[src/rtl/oriented_rect_cell_raster_defines.svh]
// assertion macros for the oriented rectangle cell raster
// used by the top level only; expects clk and arst_n in scope
`ifndef ORIENTED_RECT_CELL_RASTER_DEFINES_SVH
`define ORIENTED_RECT_CELL_RASTER_DEFINES_SVH

// same-cycle implication, disabled in reset
`define ORCR_ASSERT_NOW(lbl, ante, cons, msg) \
	lbl: assert property (@(posedge clk) disable iff (!arst_n) (ante) |-> (cons)) \
		else $error(msg);

// next-cycle implication, disabled in reset
`define ORCR_ASSERT_NEXT(lbl, ante, cons, msg) \
	lbl: assert property (@(posedge clk) disable iff (!arst_n) (ante) |=> (cons)) \
		else $error(msg);

`endif

[src/rtl/orcr_pkg.sv]
// shared types and constants for the oriented rectangle cell raster
// no dependencies
`default_nettype none
package orcr_pkg;

	localparam int MASK_COLUMNS = 32;
	localparam int MAX_ROWS     = 64;

	localparam int DIV_W  = 26;  // magnitude of the shifted numerator
	localparam int IDX_W  = DIV_W + 1;  // signed cell index
	localparam int CELL_W = 16;

	localparam logic [1:0] REG_RASTER_HALF = 2'd0;
	localparam logic [1:0] REG_CELL_SIZE   = 2'd1;

	typedef struct packed {
		logic signed [23:0] center_x;
		logic signed [23:0] center_z;
		logic        [22:0] rect_width;
		logic        [22:0] rect_depth;
		logic signed [15:0] cos_angle;
		logic signed [15:0] sin_angle;
	} in_item_t;

	typedef struct packed {
		logic signed [15:0] row_index;
		logic signed [15:0] first_column;
		logic        [31:0] column_mask;
		logic               clipped;
		logic               last_row;
	} out_item_t;

endpackage
`default_nettype wire

[src/rtl/orcr_div.sv]
// iterative floor divider: signed numerator by unsigned cell size, one bit per cycle
// depends on orcr_pkg
`default_nettype none
module orcr_div (
	input  wire logic                               clk,
	input  wire logic                               arst_n,
	input  wire logic                               start,
	input  wire logic signed [orcr_pkg::DIV_W-1:0]  num,
	input  wire logic        [orcr_pkg::CELL_W-1:0] den,
	output logic                                    done,
	output logic signed [orcr_pkg::IDX_W-1:0]       quot
);
	localparam int CNT_W = $clog2(orcr_pkg::DIV_W);

	logic                          busy_q;
	logic                          done_q;
	logic [CNT_W-1:0]              cnt_q;
	logic [orcr_pkg::DIV_W-1:0]    mag_q;
	logic [orcr_pkg::CELL_W-1:0]   rem_q;
	logic                          neg_q;
	logic [orcr_pkg::CELL_W:0]     trial;
	logic                          fits;
	logic [orcr_pkg::IDX_W-1:0]    qext;

	assign trial = {rem_q, mag_q[orcr_pkg::DIV_W-1]};
	assign fits  = (trial >= {1'b0, den});

	always_ff @(posedge clk or negedge arst_n) begin
		if (!arst_n) begin
			busy_q <= 1'b0;
			done_q <= 1'b0;
			cnt_q  <= '0;
		end else begin
			done_q <= 1'b0;
			if (start) begin
				busy_q <= 1'b1;
				cnt_q  <= '0;
			end else if (busy_q) begin
				if (cnt_q == CNT_W'(orcr_pkg::DIV_W - 1)) begin
					busy_q <= 1'b0;
					done_q <= 1'b1;
				end
				cnt_q <= cnt_q + 1'b1;
			end
		end
	end

	always_ff @(posedge clk) begin
		if (start) begin
			neg_q <= num[orcr_pkg::DIV_W-1];
			mag_q <= num[orcr_pkg::DIV_W-1] ? (~num + 1'b1) : num;
			rem_q <= '0;
		end else if (busy_q) begin
			rem_q <= fits ? orcr_pkg::CELL_W'(trial - {1'b0, den}) : trial[orcr_pkg::CELL_W-1:0];
			mag_q <= {mag_q[orcr_pkg::DIV_W-2:0], fits};
		end
	end

	// floor for negative numerators: minus the ceiling of the magnitude quotient
	assign qext = {1'b0, mag_q} + orcr_pkg::IDX_W'(rem_q != '0);
	assign quot = neg_q ? -$signed(qext) : $signed({1'b0, mag_q});
	assign done = done_q;

endmodule
`default_nettype wire

[src/rtl/oriented_rect_cell_raster.sv]
// setup after acceptance: 7 products, four divisions on the bit-serial divider, 8 more steps;
// then per row a column scan of ncols cells and an emit step that waits while out_stall is high,
// ncols up to 32, rows up to 64; one rectangle at a time, as the shared multiplier, the
// bit-serial divider and the column scan serve one rectangle; in_stall is high from acceptance
// until the last row is loaded out
// reset: async active low, sequencer idle, raster_half 0, cell_size 256, output empty
`default_nettype none
`include "oriented_rect_cell_raster_defines.svh"
module oriented_rect_cell_raster (
	input  wire logic                clk,
	input  wire logic                arst_n,
	input  wire logic                cfg_we,
	input  wire logic [1:0]          cfg_index,
	input  wire logic [22:0]         cfg_data,
	input  wire logic                in_valid,
	output logic                     in_stall,
	input  wire orcr_pkg::in_item_t  in_data,
	output logic                     out_valid,
	input  wire logic                out_stall,
	output orcr_pkg::out_item_t      out_data
);
	localparam int IW = orcr_pkg::IDX_W;
	localparam int PW = 46;
	localparam int EW = 39;
	localparam int CW = $clog2(orcr_pkg::MASK_COLUMNS);
	localparam int RW = $clog2(orcr_pkg::MAX_ROWS);

	localparam logic [3:0] ST_IDLE   = 4'd0;
	localparam logic [3:0] ST_MUL    = 4'd1;
	localparam logic [3:0] ST_DSTART = 4'd2;
	localparam logic [3:0] ST_DWAIT  = 4'd3;
	localparam logic [3:0] ST_MUL2   = 4'd4;
	localparam logic [3:0] ST_ORG    = 4'd5;
	localparam logic [3:0] ST_MUL3   = 4'd6;
	localparam logic [3:0] ST_INIT   = 4'd7;
	localparam logic [3:0] ST_COL    = 4'd8;
	localparam logic [3:0] ST_EMIT   = 4'd9;

	logic [3:0]  state_q;
	logic [2:0]  step_q;
	logic [1:0]  dsel_q;

	logic [22:0] raster_half_q;
	logic [15:0] cell_size_q;
	logic [15:0] cell_eff;

	logic signed [23:0] cx_q, cz_q;
	logic        [22:0] w_q, d_q;
	logic signed [15:0] c_q, s_q;

	logic [37:0] wc_q, ds_q, ws_q, dc_q;
	logic [32:0] r_q;
	logic signed [32:0] cc_q, cs_q;
	logic signed [IW-1:0] lo_x_q, hi_x_q, lo_z_q, hi_z_q;
	logic signed [42:0] lxc_q, lzc_q;
	logic signed [27:0] dx0_q, dz0_q;
	logic signed [PW-1:0] pu_r_q, pv_r_q, tu_q, tv_q, pu_c_q, pv_c_q;
	logic signed [EW-1:0] ext_u_q, ext_v_q;
	logic [CW-1:0] ncols_m1_q, col_q;
	logic [RW-1:0] nrows_m1_q, row_cnt_q;
	logic signed [IW-1:0] row_q;
	logic clip_q;
	logic [orcr_pkg::MASK_COLUMNS-1:0] mask_q;

	logic out_valid_q;
	orcr_pkg::out_item_t out_q;

	// shared multiplier
	logic signed [27:0]   mul_a;
	logic signed [17:0]   mul_b;
	logic signed [PW-1:0] prod;
	logic [PW-1:0]        prod_abs;
	logic [16:0]          abs_c, abs_s;

	// divider hookup
	logic                          div_done;
	logic signed [IW-1:0]          div_q;
	logic signed [orcr_pkg::DIV_W-1:0] div_num;
	logic signed [24:0] base_x, base_z;
	logic [38:0] spx, spz;
	logic signed [40:0] numer;

	logic signed [IW-1:0] dxs, dzs;
	logic signed [44:0] dx0_full, dz0_full;
	logic signed [PW-1:0] step_cu, step_cv, step_ru, step_rv;
	logic [PW-1:0] apu, apv;
	logic hit;
	logic out_take, out_free;

	assign cell_eff = (cell_size_q == '0) ? 16'd1 : cell_size_q;
	assign abs_c = c_q[15] ? 17'(-$signed({c_q[15], c_q})) : {1'b0, c_q};
	assign abs_s = s_q[15] ? 17'(-$signed({s_q[15], s_q})) : {1'b0, s_q};

	always_comb begin
		mul_a = '0;
		mul_b = '0;
		unique case (state_q)
			ST_MUL: begin
				case (step_q)
					3'd0: begin mul_a = 28'($signed({1'b0, w_q})); mul_b = 18'(c_q); end
					3'd1: begin mul_a = 28'($signed({1'b0, d_q})); mul_b = 18'(s_q); end
					3'd2: begin mul_a = 28'($signed({1'b0, w_q})); mul_b = 18'(s_q); end
					3'd3: begin mul_a = 28'($signed({1'b0, d_q})); mul_b = 18'(c_q); end
					3'd4: begin
						mul_a = 28'($signed({1'b0, cell_eff}));
						mul_b = $signed({1'b0, 17'(abs_c + abs_s)});
					end
					3'd5: begin mul_a = 28'($signed({1'b0, cell_eff})); mul_b = 18'(c_q); end
					default: begin mul_a = 28'($signed({1'b0, cell_eff})); mul_b = 18'(s_q); end
				endcase
			end
			ST_MUL2: begin
				mul_a = 28'(step_q[0] ? lo_z_q : lo_x_q);
				mul_b = 18'($signed({1'b0, cell_eff}));
			end
			ST_MUL3: begin
				case (step_q[1:0])
					2'd0: begin mul_a = dx0_q; mul_b = 18'(c_q); end
					2'd1: begin mul_a = dz0_q; mul_b = 18'(s_q); end
					2'd2: begin mul_a = dz0_q; mul_b = 18'(c_q); end
					default: begin mul_a = dx0_q; mul_b = 18'(s_q); end
				endcase
			end
			default: ;
		endcase
	end

	assign prod     = PW'(mul_a) * PW'(mul_b);
	assign prod_abs = prod[PW-1] ? PW'(-prod) : prod;

	// numerators: (center + half) * 2^15 -/+ spread, floored by 2^15 before the division
	assign base_x = 25'(cx_q) + 25'($signed({2'b0, raster_half_q}));
	assign base_z = 25'(cz_q) + 25'($signed({2'b0, raster_half_q}));
	assign spx    = 39'(wc_q) + 39'(ds_q);
	assign spz    = 39'(ws_q) + 39'(dc_q);

	always_comb begin
		case (dsel_q)
			2'd0:    numer = {base_x[24], base_x, 15'd0} - {2'b0, spx};
			2'd1:    numer = {base_x[24], base_x, 15'd0} + {2'b0, spx};
			2'd2:    numer = {base_z[24], base_z, 15'd0} - {2'b0, spz};
			default: numer = {base_z[24], base_z, 15'd0} + {2'b0, spz};
		endcase
	end
	assign div_num = numer[40:15];

	orcr_div u_div (
		.clk    (clk),
		.arst_n (arst_n),
		.start  (state_q == ST_DSTART),
		.num    (div_num),
		.den    (cell_eff),
		.done   (div_done),
		.quot   (div_q)
	);

	assign dxs = hi_x_q - lo_x_q;
	assign dzs = hi_z_q - lo_z_q;

	// cell centre offsets of the first column and row, in half units
	assign dx0_full = 45'(lxc_q) * 2 + 45'($signed({1'b0, cell_eff}))
		- 45'($signed({1'b0, raster_half_q})) * 2 - 45'(cx_q) * 2;
	assign dz0_full = 45'(lzc_q) * 2 + 45'($signed({1'b0, cell_eff}))
		- 45'($signed({1'b0, raster_half_q})) * 2 - 45'(cz_q) * 2;

	assign step_cu = PW'(cc_q) * 2;
	assign step_cv = PW'(cs_q) * 2;
	assign step_ru = PW'(cs_q) * 2;
	assign step_rv = PW'(cc_q) * 2;

	assign apu = pu_c_q[PW-1] ? PW'(-pu_c_q) : pu_c_q;
	assign apv = pv_c_q[PW-1] ? PW'(-pv_c_q) : pv_c_q;
	assign hit = !ext_u_q[EW-1] && !ext_v_q[EW-1]
		&& (apu <= PW'(ext_u_q[EW-2:0])) && (apv <= PW'(ext_v_q[EW-2:0]));

	assign out_take = out_valid_q && !out_stall;
	assign out_free = !out_valid_q || !out_stall;

	always_ff @(posedge clk or negedge arst_n) begin
		if (!arst_n) begin
			raster_half_q <= '0;
			cell_size_q   <= 16'd256;
		end else if (cfg_we) begin
			unique case (cfg_index)
				orcr_pkg::REG_RASTER_HALF: raster_half_q <= cfg_data;
				orcr_pkg::REG_CELL_SIZE:   cell_size_q   <= cfg_data[15:0];
				default: ;
			endcase
		end
	end

	always_ff @(posedge clk or negedge arst_n) begin
		if (!arst_n) begin
			state_q     <= ST_IDLE;
			step_q      <= '0;
			dsel_q      <= '0;
			out_valid_q <= 1'b0;
			col_q       <= '0;
			row_cnt_q   <= '0;
		end else begin
			if (state_q == ST_EMIT && out_free) out_valid_q <= 1'b1;
			else if (out_take)                  out_valid_q <= 1'b0;
			unique case (state_q)
				ST_IDLE: begin
					if (in_valid) begin
						state_q <= ST_MUL;
						step_q  <= '0;
					end
				end
				ST_MUL: begin
					step_q <= step_q + 1'b1;
					if (step_q == 3'd6) begin
						state_q <= ST_DSTART;
						dsel_q  <= '0;
					end
				end
				ST_DSTART: state_q <= ST_DWAIT;
				ST_DWAIT: begin
					if (div_done) begin
						dsel_q <= dsel_q + 1'b1;
						if (dsel_q == 2'd3) begin
							state_q <= ST_MUL2;
							step_q  <= '0;
						end else begin
							state_q <= ST_DSTART;
						end
					end
				end
				ST_MUL2: begin
					step_q <= step_q + 1'b1;
					if (step_q == 3'd1) state_q <= ST_ORG;
				end
				ST_ORG: begin
					state_q <= ST_MUL3;
					step_q  <= '0;
				end
				ST_MUL3: begin
					step_q <= step_q + 1'b1;
					if (step_q == 3'd3) state_q <= ST_INIT;
				end
				ST_INIT: begin
					state_q   <= ST_COL;
					col_q     <= '0;
					row_cnt_q <= '0;
				end
				ST_COL: begin
					col_q <= col_q + 1'b1;
					if (col_q == ncols_m1_q) state_q <= ST_EMIT;
				end
				ST_EMIT: begin
					if (out_free) begin
						col_q <= '0;
						if (row_cnt_q == nrows_m1_q) begin
							state_q <= ST_IDLE;
						end else begin
							state_q   <= ST_COL;
							row_cnt_q <= row_cnt_q + 1'b1;
						end
					end
				end
				default: state_q <= ST_IDLE;
			endcase
		end
	end

	always_ff @(posedge clk) begin
		if (state_q == ST_IDLE && in_valid) begin
			cx_q <= in_data.center_x;
			cz_q <= in_data.center_z;
			w_q  <= in_data.rect_width;
			d_q  <= in_data.rect_depth;
			c_q  <= in_data.cos_angle;
			s_q  <= in_data.sin_angle;
		end
		if (state_q == ST_MUL) begin
			case (step_q)
				3'd0: wc_q <= prod_abs[37:0];
				3'd1: ds_q <= prod_abs[37:0];
				3'd2: ws_q <= prod_abs[37:0];
				3'd3: dc_q <= prod_abs[37:0];
				3'd4: r_q  <= prod[32:0];
				3'd5: cc_q <= prod[32:0];
				default: cs_q <= prod[32:0];
			endcase
		end
		if (state_q == ST_DWAIT && div_done) begin
			case (dsel_q)
				2'd0:    lo_x_q <= div_q;
				2'd1:    hi_x_q <= div_q;
				2'd2:    lo_z_q <= div_q;
				default: hi_z_q <= div_q;
			endcase
		end
		if (state_q == ST_MUL2) begin
			if (step_q[0]) lzc_q <= prod[42:0];
			else           lxc_q <= prod[42:0];
		end
		if (state_q == ST_ORG) begin
			dx0_q <= dx0_full[27:0];
			dz0_q <= dz0_full[27:0];
		end
		if (state_q == ST_MUL3) begin
			case (step_q[1:0])
				2'd0:    pu_r_q <= prod;
				2'd1:    tu_q   <= prod;
				2'd2:    pv_r_q <= prod;
				default: tv_q   <= prod;
			endcase
		end
		if (state_q == ST_INIT) begin
			pu_r_q <= pu_r_q + tu_q;
			pv_r_q <= pv_r_q - tv_q;
			pu_c_q <= pu_r_q + tu_q;
			pv_c_q <= pv_r_q - tv_q;
			ext_u_q <= $signed({2'b0, w_q, 14'd0}) + EW'($signed({1'b0, r_q})) - 1;
			ext_v_q <= $signed({2'b0, d_q, 14'd0}) + EW'($signed({1'b0, r_q})) - 1;
			ncols_m1_q <= (dxs > IW'(orcr_pkg::MASK_COLUMNS - 1)) ? CW'(orcr_pkg::MASK_COLUMNS - 1)
				: dxs[CW-1:0];
			nrows_m1_q <= (dzs > IW'(orcr_pkg::MAX_ROWS - 1)) ? RW'(orcr_pkg::MAX_ROWS - 1)
				: dzs[RW-1:0];
			clip_q <= (dxs > IW'(orcr_pkg::MASK_COLUMNS - 1)) || (dzs > IW'(orcr_pkg::MAX_ROWS - 1));
			row_q  <= lo_z_q;
			mask_q <= '0;
		end
		if (state_q == ST_COL) begin
			mask_q[col_q] <= hit;
			pu_c_q <= pu_c_q + step_cu;
			pv_c_q <= pv_c_q - step_cv;
		end
		if (state_q == ST_EMIT && out_free) begin
			out_q.row_index    <= row_q[15:0];
			out_q.first_column <= lo_x_q[15:0];
			out_q.column_mask  <= 32'(mask_q);
			out_q.clipped      <= clip_q;
			out_q.last_row     <= (row_cnt_q == nrows_m1_q);
			row_q  <= row_q + 1'b1;
			mask_q <= '0;
			pu_r_q <= pu_r_q + step_ru;
			pv_r_q <= pv_r_q + step_rv;
			pu_c_q <= pu_r_q + step_ru;
			pv_c_q <= pv_r_q + step_rv;
		end
	end

	assign in_stall  = (state_q != ST_IDLE);
	assign out_valid = out_valid_q;
	assign out_data  = out_q;

	// a taken rectangle keeps the input side closed on the next cycle
	`ORCR_ASSERT_NEXT(a_busy_after_accept, in_valid && !in_stall, in_stall, "input open after accept")
	// the divider only finishes while the sequencer waits for it
	`ORCR_ASSERT_NOW(a_div_done_wait, div_done, state_q == ST_DWAIT, "divider done out of turn")
	// column scan never passes the clipped column count
	`ORCR_ASSERT_NOW(a_col_bound, state_q == ST_COL, col_q <= ncols_m1_q, "column past limit")
	// loading the last row leaves it valid on the output with last_row set
	`ORCR_ASSERT_NEXT(a_last_loaded, state_q == ST_EMIT && out_free && row_cnt_q == nrows_m1_q,
		out_valid && out_data.last_row, "last row not flagged")

endmodule
`default_nettype wire
[config.mk]
export PLATFORM = sky130hd
export DESIGN_NAME = oriented_rect_cell_raster
export DESIGN_NICKNAME = d
export VERILOG_FILES = /design/src/rtl/orcr_pkg.sv /design/src/rtl/orcr_div.sv /design/src/rtl/oriented_rect_cell_raster.sv
export VERILOG_INCLUDE_DIRS = /design/src /design/src/rtl
export SDC_FILE = /design/constraint.sdc
export NUM_CORES = 2
export LEC_CHECK = 0
export BUFFER_PORTS_ARGS = -buffer_cell sky130_fd_sc_hd__buf_2
export CAP_MARGIN = 25
export CORE_MARGIN = 1
export CORE_UTILIZATION = 35
export CTS_CLUSTER_SIZE = 24
export DETAILED_ROUTE_END_ITERATION = 6
export GPL_TIMING_DRIVEN = 0
export RECOVER_POWER = 100
export SYNTH_ARGS = -nofsm -noshare
export SYNTH_HDL_FRONTEND = slang
export SYNTH_HIERARCHICAL = 1
export SYNTH_SLANG_ARGS = --single-unit
[constraint.sdc]
create_clock -name clk -period 16.7 [get_ports clk]
set_input_delay 0.835 -clock clk [delete_from_list [all_inputs] [get_ports clk]]
set_output_delay 0.835 -clock clk [all_outputs]
set_load 0.02 [all_outputs]
==> results.md <==
| Item | This run | Unit |
| --- | --- | --- |
| Pin count of the biggest net entering global routing | 57 | - |
| Post-synthesis instance area | 0.106 | sq mm |
| Detail-routed via count per cell | 5.63 | - |
| Commonest cells in the synthesized netlist | 1357 x sky130_fd_sc_hd__inv_1, 1055 x sky130_fd_sc_hd__edfxtp_1, 1033 x sky130_fd_sc_hd__ha_1 | - |
| Detailed Routing Iterations Pass 1 | 7 | - |
| Skew final | 109 | ps |
| Min-Delay Path Class | input pin to register | - |
| Std-Cell Core Area | 0.300 | sq mm |
| Share of synthesized flip-flops with an asynchronous set or reset | 0.0573 | - |
| Peak fanout along the critical path | 10 | - |
| Sum of negative setup slack | 0 | ps |
| Proportion of layout cells with a drive suffix above 1 | 0.0511 | - |
| Adder-cell area share of the yosys netlist | 0.233 | - |
| Type of the setup path with the least slack | register to register | - |
| Peak supply drop | 0.0813 | mV |
| Hold Vio Cnt, Final | 0 | - |
| Share of synthesized area spent on multiplexers | 0.0124 | - |
| Upper clock frequency limit | 65.2 | MHz |
| RSZ-0062 raised after global routing | false | - |
| Wire length of the first global-routing pass | 577 | mm |
| Clock tree from TritonCTS | built | - |
| Height of the die | 551 | um |
| Headroom to the max-slew limit | -2.01 | - |
| Highest cell delay on the worst timing path | 1160 | ps |
| Later-pin clock latency in the skew report | 870 | ps |
| Transition at the pin with the smallest max-transition slack | 4510 | ps |
| Max-slew violation count | 850 | - |
| Number of buffers inserted by port buffering | 223 | - |
| Area share of the leading cell type in the synthesized netlist | 0.300 | - |
| Sinks on Clock Net | 1170 | - |
| NumNets Final | 13300 | - |
| Synth Area in Compound Gates | 0.174 | - |
| Combinational family with the most area after synthesis | adder cells | - |
| Worst Path Arrival | 15830 | ps |
| Portion of the post-synthesis area used by sequential elements | 0.325 | - |
| DPL Wire Length | 336 | mm |
| Total chip power | 0.00940 | W |
| Floorplan die area | 0.304 | sq mm |
| Endpoint kind of the worst setup timing path | register | - |
| Slowest cell on the critical path | sky130_fd_sc_hd__nor2_1 | - |
| Required time worst endpoint | 17200 | ps |
| Nets in the synthesized netlist | 12800 | - |
| Total of flip-flops plus latches after synthesis | 1170 | - |
| Growth of design area from synthesis to finish | 11.0 | % |
| Yosys warning total | 6 | - |
| Row count | 201 | - |
| Clock transition at the registers of the reported paths | 60 | ps |
| Share of the cycle needed by the critical path after routing | 0.918 | - |
| Detailed-route wire length | 408 | mm |
| Die width | 551 | um |
| Util after Layout | 0.391 | - |
| Library cell occupying the most area in the post-synthesis netlist | sky130_fd_sc_hd__edfxtp_1 | - |
| GRT overflow | 0 | - |
| Clk root buf | sky130_fd_sc_hd__clkbuf_16 | - |
| Total power divided by cell area | 80.2 | mW/mm^2 |
| Top cell family by delay on the critical path | buffers and inverters | - |
| Starting Density | 0.352 | - |
| Via count of the first global-routing pass | 83100 | - |
| Number of nets with antenna violations after routing | 0 | - |
| Via count | 87900 | - |
| Share of synthesized cell area in and, or, nand and nor gates | 0.130 | - |
| Synth Flop Type | sky130_fd_sc_hd__edfxtp_1 | - |
| Post-synthesis share of cell area spent on xor and xnor gates | 0.0650 | - |
| Count of mapped cells out of synthesis | 11000 | - |
| Run status | finished with violations | - |
| Most repeated cell in the gate-level netlist after synthesis | sky130_fd_sc_hd__inv_1 | - |
| CTS H-tree depth | 4 | - |
| I/O pins | 224 | - |
| Post-CTS setup buffers | 0 | - |
| Number of hold-repair buffers added at the cts stage | 0 | - |
| Number of design rule violations left after detail routing | 2 | - |
| Minimum clock period | 15340 | ps |
| Combined global-route utilization of all metal layers | 0.262 | - |
| Count of flip-flops with a built-in enable after synthesis | 1055 | - |
| Worst Path Buf+Inv | 9 | - |
| Final Wtd Congestion | 0.994 | - |
| Leakage dissipation | 50.4 | nW |
| Number of buffers between clock root and the deepest sink | 4 | - |
| Yosys cell types | 127 | - |
| Initial antenna violation count | 26 | - |
| Post-cts gate resize count | 0 | - |
| Failing checks | DRC, capacitance limit, slew limit | - |
| Number of clock buffers inserted by TritonCTS | 149 | - |
| Top area cells in the synthesized netlist | sky130_fd_sc_hd__edfxtp_1 30%, sky130_fd_sc_hd__ha_1 12%, sky130_fd_sc_hd__fa_1 11% | - |
| Routed wire length per instance | 26.1 | um |
| Initial drt markers | 9702 | - |
| Final setup fails | 0 | - |
| Mean post-synth cell area | 9.57 | sq um |
| Crit-path most repeated cell | sky130_fd_sc_hd__clkbuf_1 | - |
| Sort of element at the start of the critical path | register | - |
| Number of max-cap violations | 34 | - |
-- routing by layer --
metal  vias up  track usage  share of wire
li1      39900            -              -
met1     42800        0.350           0.41
met2      4352        0.408           0.44
met3       793       0.0439          0.095
met4         6        0.132          0.060
met5         -            0        0.00041
-- cell families after synthesis --
logic type | after synthesis
flops | 1170
xor+xnor | 782
simple gates | 2860
mux | 128
buf+inv | 1682
fa+ha+maj | 1614
compound gates | 2794
-- through the flow --
step / instance area, sq um / hold WS, ps / instances / setup slack, ps
finish: 117000 / 154 / 15600 / 1360
global route: 117000 / 135 / 15600 / 1180
CTS: 119000 / 15.9 / 15600 / 2790
detailed placement: 114000 / 416 / 15300 / 2830
global placement: 112000 / 412 / 15200 / 782
floorplan: 106000 / 400 / 11000 / 6620
-- state kept, by name, indices dropped and copies added (netlist names), 33 cells and up --
register  cells
dc_q         38
pv_r_q       46
pv_c_q       46
ext_u_q      39
out_data     66
pu_c_q       46
cs_q         33
r_q          33
wc_q         38
tv_q         46
tu_q         46
ws_q         38
pu_r_q       46
ds_q         38
cc_q         33
-- placed cells by master (no fill, tap or decap), drive strengths merged, types with 105 or more instances in the layout --
master,instances
ha,1033
fa,581
clkbuf,637
a21o,325
o21ai,592
mux2i,105
xor2,266
nand2,1019
nor3,152
xnor2,516
and2,133
o21a,110
a21oi,811
inv,1368
o21bai,113
edfxtp,1055
nand2b,152
nor2,654
nand3,185
buf,214
-- power breakdown --
group,internal [W],switching (W),leakage (nW)
logic,0.000979,0.00167,37.3
registers,0.00333,0.0000883,10.7
clock network,0.00196,0.00137,2.38
-- final timing paths --
check	depth (start not counted)	startpoint	slack (ps)	end
worst max register to register	33	step_q[0]	1360	ws_q[33]
max in group asynchronous	2	arst_n	12070	raster_half_q[21]
worst min register to register	0	mask_q[5]	430	out_data[7]
worst min-delay path	1	in_data[75]	150	w_q[20]
worst max-delay path	33	step_q[0]	1360	ws_q[33]
min in group asynchronous	1	arst_n	930	u_div/cnt_q[1]
-- cell type report --
type / instances / area (sq um)
Clock buffer: 175 / 3930
Multi-Input combinational cell: 8178 / 64700
Timing Repair Buffer: 355 / 2010
Inverter: 1360 / 5100
Buffer: 322 / 1230
Sequential cell: 1170 / 34300
Antenna cell: 14 / 35.0
Clock inverter: 86 / 947
Fill cell: 30000 / 183000
Tap cell: 3958 / 4950
Power figures use the tool's default switching activity.
